$ cat src/rtl/core/ckse_pkg.sv
package ckse_pkg;

  localparam logic [7:0] KEY_END   = 8'h00;
  localparam logic [7:0] KEY_SIGN  = 8'h53;  // 'S'
  localparam logic [7:0] KEY_ADD   = 8'h2B;  // '+'
  localparam logic [7:0] KEY_SUB   = 8'h2D;  // '-'
  localparam logic [7:0] KEY_MUL   = 8'h2A;  // '*'
  localparam logic [7:0] KEY_DIV   = 8'h2F;  // '/'
  localparam logic [7:0] KEY_MPLUS = 8'h50;  // 'P'
  localparam logic [7:0] KEY_MMIN  = 8'h4D;  // 'M'
  localparam logic [7:0] KEY_MCLR  = 8'h43;  // 'C'
  localparam logic [7:0] KEY_MREC  = 8'h52;  // 'R'
  localparam logic [7:0] KEY_D0    = 8'h30;  // '0'
  localparam logic [7:0] KEY_D9    = 8'h39;  // '9'

  localparam int unsigned RESULT_W = 32;

  typedef enum logic [2:0] {
    OP_NONE = 3'd0,
    OP_ADD  = 3'd1,
    OP_SUB  = 3'd2,
    OP_MUL  = 3'd3,
    OP_DIV  = 3'd4
  } op_e;

endpackage

$ cat src/rtl/core/calculator_key_stream_evaluator_core.sv
// Channel | Direction | Handshake              | Payload
// in      | input     | in_valid_i / in_stall_o   | key_code_i [7:0]
// out     | output    | out_valid_o / out_stall_i | result_value_o [31:0], signed
//
// Digits and 'S' are taken without a stall; a key inside an operator run passes
// through ST_KEY. A key that ends a number passes through ST_NEG, ST_OP, ST_KEY
// for add/sub/load, adding ST_MUL for multiply and ST_DIVB, ST_DIV, ST_DIVFIX for
// divide (no ST_DIV for a zero divisor); the shared adder runs one step a cycle.
// The end key goes on to ST_EMIT, which waits for the output register to empty.
// rst_ni is asynchronous and clears all state to zero.
// in_stall_o is high whenever the sequencer is busy; out_stall_i holds the result.
module calculator_key_stream_evaluator_core #(
  parameter int unsigned DATA_WIDTH = 32
) (
  input  logic                                     clk_i,
  input  logic                                     rst_ni,
  input  logic                                     in_valid_i,
  output logic                                     in_stall_o,
  input  logic [7:0]                               key_code_i,
  output logic                                     out_valid_o,
  input  logic                                     out_stall_i,
  output logic signed [ckse_pkg::RESULT_W-1:0]     result_value_o
);

  import ckse_pkg::*;

  localparam int unsigned W     = DATA_WIDTH;
  localparam int unsigned CNT_W = $clog2(DATA_WIDTH);

  typedef enum logic [3:0] {
    ST_IDLE,
    ST_NEG,
    ST_OP,
    ST_MUL,
    ST_DIVB,
    ST_DIV,
    ST_DIVFIX,
    ST_KEY,
    ST_EMIT
  } state_e;

  state_e           state_q;
  logic [W-1:0]     acc_q;
  logic [W-1:0]     mem_q;
  logic [W-1:0]     num_q;
  logic             neg_q;
  op_e              op_q;
  logic             op_run_q;
  logic [7:0]       key_q;
  logic [W-1:0]     wq_q;
  logic [W-1:0]     wr_q;
  logic [CNT_W-1:0] cnt_q;
  logic             a_neg_q;
  logic             b_neg_q;
  logic             out_valid_q;
  logic [RESULT_W-1:0] result_q;

  logic [W-1:0] add_a;
  logic [W-1:0] add_b;
  logic         add_sub;
  logic [W:0]   add_sum;
  logic [W-1:0] add_res;
  logic         add_carry;
  logic [W-1:0] div_shift;
  logic [W-1:0] digit_next;
  logic         in_xfer;
  logic         out_free;

  assign in_xfer   = in_valid_i && !in_stall_o;
  assign out_free  = !out_valid_q || !out_stall_i;
  assign div_shift = {wr_q[W-2:0], wq_q[W-1]};
  assign digit_next = (num_q << 3) + (num_q << 1) + W'(key_code_i[3:0]);

  // shared adder/subtractor
  assign add_sum   = {1'b0, add_a} + {1'b0, add_b ^ {W{add_sub}}} + (W+1)'(add_sub);
  assign add_res   = add_sum[W-1:0];
  assign add_carry = add_sum[W];

  always_comb begin
    add_a   = '0;
    add_b   = num_q;
    add_sub = 1'b1;
    unique case (state_q)
      ST_IDLE: begin
        add_a = '0;
      end
      ST_NEG: begin
        add_a = '0;
        add_b = num_q;
      end
      ST_OP: begin
        if (op_q == OP_DIV) begin
          add_a = '0;
          add_b = acc_q;
        end else begin
          add_a   = acc_q;
          add_b   = num_q;
          add_sub = (op_q != OP_ADD);
        end
      end
      ST_MUL: begin
        add_a   = wr_q;
        add_b   = acc_q;
        add_sub = 1'b0;
      end
      ST_DIVB: begin
        add_a = '0;
        add_b = num_q;
      end
      ST_DIV: begin
        add_a = div_shift;
        add_b = num_q;
      end
      ST_DIVFIX: begin
        add_a = '0;
        add_b = wq_q;
      end
      ST_KEY: begin
        add_a   = mem_q;
        add_b   = acc_q;
        add_sub = (key_q == KEY_MMIN);
      end
      ST_EMIT: begin
        add_a = '0;
      end
      default: begin
        add_a = '0;
      end
    endcase
  end

  always_ff @(posedge clk_i or negedge rst_ni) begin
    if (!rst_ni) begin
      state_q     <= ST_IDLE;
      acc_q       <= '0;
      mem_q       <= '0;
      num_q       <= '0;
      neg_q       <= 1'b0;
      op_q        <= OP_NONE;
      op_run_q    <= 1'b0;
      key_q       <= KEY_END;
      wq_q        <= '0;
      wr_q        <= '0;
      cnt_q       <= '0;
      a_neg_q     <= 1'b0;
      b_neg_q     <= 1'b0;
      out_valid_q <= 1'b0;
      result_q    <= '0;
    end else begin
      if (out_valid_q && !out_stall_i && state_q != ST_EMIT) begin
        out_valid_q <= 1'b0;
      end
      unique case (state_q)
        ST_IDLE: begin
          if (in_xfer) begin
            key_q <= key_code_i;
            case (key_code_i) inside
              [KEY_D0:KEY_D9]: begin
                num_q    <= digit_next;
                op_run_q <= 1'b0;
              end
              KEY_SIGN: begin
                neg_q    <= !neg_q;
                op_run_q <= 1'b0;
              end
              default: begin
                state_q <= op_run_q ? ST_KEY : ST_NEG;
              end
            endcase
          end
        end
        ST_NEG: begin
          if (neg_q) begin
            num_q <= add_res;
          end
          state_q <= ST_OP;
        end
        ST_OP: begin
          unique case (op_q)
            OP_ADD, OP_SUB: begin
              acc_q   <= add_res;
              num_q   <= '0;
              neg_q   <= 1'b0;
              op_q    <= OP_NONE;
              state_q <= ST_KEY;
            end
            OP_MUL: begin
              wr_q    <= '0;
              cnt_q   <= CNT_W'(DATA_WIDTH - 1);
              state_q <= ST_MUL;
            end
            OP_DIV: begin
              wq_q    <= acc_q[W-1] ? add_res : acc_q;
              a_neg_q <= acc_q[W-1];
              state_q <= ST_DIVB;
            end
            default: begin
              acc_q   <= num_q;
              num_q   <= '0;
              neg_q   <= 1'b0;
              op_q    <= OP_NONE;
              state_q <= ST_KEY;
            end
          endcase
        end
        ST_MUL: begin
          if (cnt_q == '0) begin
            acc_q   <= num_q[0] ? add_res : wr_q;
            num_q   <= '0;
            neg_q   <= 1'b0;
            op_q    <= OP_NONE;
            state_q <= ST_KEY;
          end else begin
            if (num_q[0]) begin
              wr_q <= add_res;
            end
            acc_q <= acc_q << 1;
            num_q <= num_q >> 1;
            cnt_q <= cnt_q - 1'b1;
          end
        end
        ST_DIVB: begin
          b_neg_q <= num_q[W-1];
          num_q   <= num_q[W-1] ? add_res : num_q;
          wr_q    <= '0;
          cnt_q   <= CNT_W'(DATA_WIDTH - 1);
          if (num_q == '0) begin
            wq_q    <= '1;
            state_q <= ST_DIVFIX;
          end else begin
            state_q <= ST_DIV;
          end
        end
        ST_DIV: begin
          if (add_carry) begin
            wr_q <= add_res;
            wq_q <= {wq_q[W-2:0], 1'b1};
          end else begin
            wr_q <= div_shift;
            wq_q <= {wq_q[W-2:0], 1'b0};
          end
          cnt_q <= cnt_q - 1'b1;
          if (cnt_q == '0) begin
            state_q <= ST_DIVFIX;
          end
        end
        ST_DIVFIX: begin
          acc_q   <= (a_neg_q ^ b_neg_q) ? add_res : wq_q;
          num_q   <= '0;
          neg_q   <= 1'b0;
          op_q    <= OP_NONE;
          state_q <= ST_KEY;
        end
        ST_KEY: begin
          op_run_q <= 1'b1;
          state_q  <= (key_q == KEY_END) ? ST_EMIT : ST_IDLE;
          unique case (key_q)
            KEY_END: begin
            end
            KEY_ADD:   op_q <= OP_ADD;
            KEY_SUB:   op_q <= OP_SUB;
            KEY_MUL:   op_q <= OP_MUL;
            KEY_DIV:   op_q <= OP_DIV;
            KEY_MPLUS: mem_q <= add_res;
            KEY_MMIN:  mem_q <= add_res;
            KEY_MCLR:  mem_q <= '0;
            KEY_MREC:  acc_q <= mem_q;
            default: begin
            end
          endcase
        end
        ST_EMIT: begin
          if (out_free) begin
            out_valid_q <= 1'b1;
            result_q    <= RESULT_W'($signed(acc_q));
            acc_q       <= '0;
            mem_q       <= '0;
            num_q       <= '0;
            neg_q       <= 1'b0;
            op_q        <= OP_NONE;
            op_run_q    <= 1'b0;
            state_q     <= ST_IDLE;
          end
        end
        default: begin
          state_q <= ST_IDLE;
        end
      endcase
    end
  end

  assign in_stall_o     = (state_q != ST_IDLE);
  assign out_valid_o    = out_valid_q;
  assign result_value_o = $signed(result_q);

endmodule

$ cat config.mk
export PLATFORM = sky130hd
export DESIGN_NAME = calculator_key_stream_evaluator_core
export DESIGN_NICKNAME = d
export VERILOG_FILES = /design/src/rtl/core/ckse_pkg.sv /design/src/rtl/core/calculator_key_stream_evaluator_core.sv
export SDC_FILE = /design/constraint.sdc
export NUM_CORES = 1
export LEC_CHECK = 0
export ABC_CLOCK_PERIOD_IN_PS = 6600
export CAP_MARGIN = 10
export CELL_PAD_IN_SITES_DETAIL_PLACEMENT = 0
export CELL_PAD_IN_SITES_GLOBAL_PLACEMENT = 2
export CORE_MARGIN = 4
export CORE_UTILIZATION = 40
export DETAILED_ROUTE_END_ITERATION = 6
export DONT_BUFFER_PORTS = 1
export PLACE_DENSITY_LB_ADDON = 0.25
export SETUP_SLACK_MARGIN = 0.4
export SYNTH_ARGS = -nofsm -noshare
export SYNTH_HDL_FRONTEND = slang
export SYNTH_SLANG_ARGS = --single-unit
$ cat constraint.sdc
create_clock -name clk_i -period 6.6 [get_ports clk_i]
set_clock_uncertainty 0.1 [all_clocks]
set_input_delay 1.32 -clock clk_i [delete_from_list [all_inputs] [get_ports clk_i]]
set_output_delay 1.32 -clock clk_i [all_outputs]
set_load 0.005 [all_outputs]
==> out/summary.md <==
### Status
* **result of the run** finished, violations left
* **failing checks** DRC

### Synth
* **warning count from the yosys run** 0
* **share of the yosys chip area belonging to registers** 33.4%
* **async set-reset flop share out of synthesis** 100%
* **Gate Count Post-Synth** 1943
* **average instance area after synthesis** 8.36 um2
* **share of the synthesized area in the top cell type** 33.4%
* **Post-synth EDFFs** 0
* **top_reg_cell synth** sky130_fd_sc_hd__dfrtp_1
* **Post-Synthesis Net Count** 2048
* **cells taking the most area after synthesis** sky130_fd_sc_hd__dfrtp_1 (33%), sky130_fd_sc_hd__nand2_1 (7.6%), sky130_fd_sc_hd__ha_1 (6.9%)
* **flop and latch count out of synthesis** 217
* **leading area contributor after synthesis** sky130_fd_sc_hd__dfrtp_1
* **number of distinct library cells after synthesis** 76
* **Synth Cell Area** 16200 um2

### Final layout
* **share of post-route cells with drive strength above 1** 8.10%
* **layout overhead on the synthesized area** 9.88%
* **Layout Nets** 1999
* **final design utilization** 44.7%

### Setup path
* **Crit Path Class** reg -> reg
* **cell with the largest stage delay on the worst path** sky130_fd_sc_hd__or4b_2
* **critical path arrival** 6.23 ns
* **worst setup path start** state_q[0]
* **r2r setup slk** 0.70 ns
* **startpoint class of the critical path** register
* **critical path endpoint category** register
* **R2R Path Start** state_q[0]
* **Crit path largest cell delay** 0.77 ns
* **required time worst endpoint** 6.92 ns
* **kind of cell adding the most delay to the critical path** compound AO/OA/AOI/OAI gates
* **CP bufs+invs** 2
* **list of cells traversed by the critical path** or4b_2, o21ai_2, buf_4, a222oi_1, xnor2_1, ha_1, a21o_1, a21oi_1, o21bai_1, a221o_1, o31ai_2, nor3_1, o32a_2, a21oi_2, buf_4, nor2b_1, a221o_1
* **Critical Path Stages** 17
* **reg2reg path depth** 17
* **largest fanout on the critical path** 25
* **worst flop-to-flop path endpoint** wr_q[26]

### Floorplan
* **top-level I/O count** 46
* **Core Rows** 73
* **Die Area** 43900 um2
* **Core Area** 39900 um2
* **Die X** 210 um
* **initial standard-cell utilization of the core** 40.7%
* **height of the chip** 210 um

### CTS
* **Root Buffer** sky130_fd_sc_hd__clkbuf_16
* **clk_lat worst skew** 0.57 ns
* **htree depth** 1
* **Clock Sink Count** 217
* **TritonCTS buffer count** 26
* **register clock-pin slew on the reported worst setup and hold paths** 0.06 ns
* **maximum count of clock buffers along a single path** 3
* **CTS Hold Buffers Added** 0
* **CTS tree** done

### Placement
* **count of input and output buffers** 0
* **routability cong.** 0.973
* **HPWL after detailed placement** 47900 um

### Global route
* **antenna violations before repair** 0
* **first-pass GRT wire length** 101000 um
* **vias in the first global route** 15.5k
* **GRT Util Overall** 29.4%
* **final global-route overflow total** 0
* **maximum number of pins on one net before global-route repair** 218

### Drt
* **via count** 16.3k
* **first-iteration detailed-routing DRC count** 3269
* **wire per inst** 27.4 um
* **count of unresolved DRC violations after routing** 120
* **final wirelength** 67000 um
* **remaining number of nets flagged by the antenna check after routing** 0
* **Vias per Instance** 6.70
* **detailed-routing iteration count for the pre-antenna-repair pass** 7

### STA
* **final critical path time including I/O delays and setup** 5.90 ns
* **Setup TNS** 0 ns
* **total count of hold-check failures in the final report** 0
* **highest clock frequency the design can meet** 169 MHz
* **portion of the clock cycle consumed by the worst path in the final layout** 89.4%
* **unrepaired setup endpoints after global routing** false
* **relative max-transition margin** 19.4%
* **max-slew violation total from the final report** 0
* **number of setup violations in the final report** 0
* **Tightest Pin Transition** 1.20 ns

### Run
* **maximum capacitance violations** 0

### Worst hold path
* **worst min-delay path class** in -> async

-- cell type report --
type                            instances  area [um2]
Clock inverter                         12         164
Sequential cell                       217        5430
Fill cell                            3928       22100
Multi-Input combinational cell       1553       10300
Tap cell                              525         657
Antenna cell                            1        2.50
Clock buffer                           36         759
Timing Repair Buffer                   59         443
Inverter                               37         139
-- sequential cells by signal, indices dropped and copies added, names as in the netlist --
name / flops
a_neg_q: 1
acc_q: 32
b_neg_q: 1
cnt_q: 5
key_q: 8
mem_q: 32
neg_q: 1
num_q: 32
op_q: 3
op_run_q: 1
out_valid_o: 1
result_value_o: 32
state_q: 4
wq_q: 32
wr_q: 32
-- metrics by stage --
step	instances	setup slack, ns	cell area (um2)	hold slack (ns)
after detailed placement	2391	0.387	16900	0.396
final	2440	0.699	17900	0.351
after global placement	2391	0.513	16900	0.389
after floorplan	1943	1.35	16200	0.366
after global routing	2439	0.417	17800	0.338
after CTS	2439	0.489	17800	0.335
-- layout by cell type, fill, tap and decap left out, drive strengths merged, types with 17 or more instances in the layout --
| master | instances |
|---|---|
| a211oi | 18 |
| a221oi | 31 |
| mux2i | 44 |
| a31oi | 22 |
| xnor2 | 69 |
| ha | 90 |
| nand2 | 327 |
| clkbuf | 36 |
| o21ai | 179 |
| mux2 | 17 |
| a222oi | 83 |
| nor3 | 27 |
| o22ai | 19 |
| inv | 38 |
| nor2 | 121 |
| a221o | 20 |
| xor2 | 23 |
| a21o | 30 |
| dfrtp | 217 |
| nand3 | 48 |
| a22o | 39 |
| a22oi | 25 |
| a21oi | 133 |
| buf | 59 |
-- Yosys cell counts, drive strengths merged (25+ instances only) --
cell type,n
a21oi,133
clkbuf,116
nand2,327
a22oi,25
inv,37
mux2i,44
nor3,27
a221oi,31
a22o,39
nor2,121
nand3,48
xnor2,69
dfrtp,217
o21ai,179
a21o,30
ha,90
a222oi,83
-- how the worst max path moves through the flow --
| stage | to | slack (ns) |
|---|---|---|
| final | wr_q[26] | 0.70 |
| after global routing | wr_q[26] | 0.42 |
| after CTS | wr_q[11] | 0.49 |
| after detailed placement | wr_q[14] | 0.39 |
| after global placement | wr_q[14] | 0.51 |
| after floorplan | wr_q[11] | 1.35 |
-- kinds of logic (layout without fill, tap and decap cells) --
family                     count (synthesis)  after routing  synth area share, %
and+or+nand+nor                          613            613                 16.5
muxes                                     61             61                 3.89
xor gates and xnor gates                  92             92                 5.01
AOI/OAI and AO/OA                        694            694                 29.8
DFF                                      217            217                 33.4
adders and majority gates                 93             93                 7.30
other                                      0              1                    0
buffers and inverters                    173            144                 4.04
-- routing by layer --
metal / routed length [um] / global-route usage [%] / up-vias
met2: 27000 / 41.2 / 1055
met3: 8260 / 6.68 / 156
met5: 0 / 0 / -
li1: - / - / 7267
met1: 29400 / 44.6 / 7864
met4: 2250 / 9.14 / 0
-- repair_timing --
action,in CTS,in global routing
pin swaps,0,0
buffers inserted,0,0
endpoints found under the setup margin,4,28
resized for setup,1,3
Power is left out: the tool's default activity adds up to more than one toggle a clock period on the data nets, which glitch-free logic cannot reach.
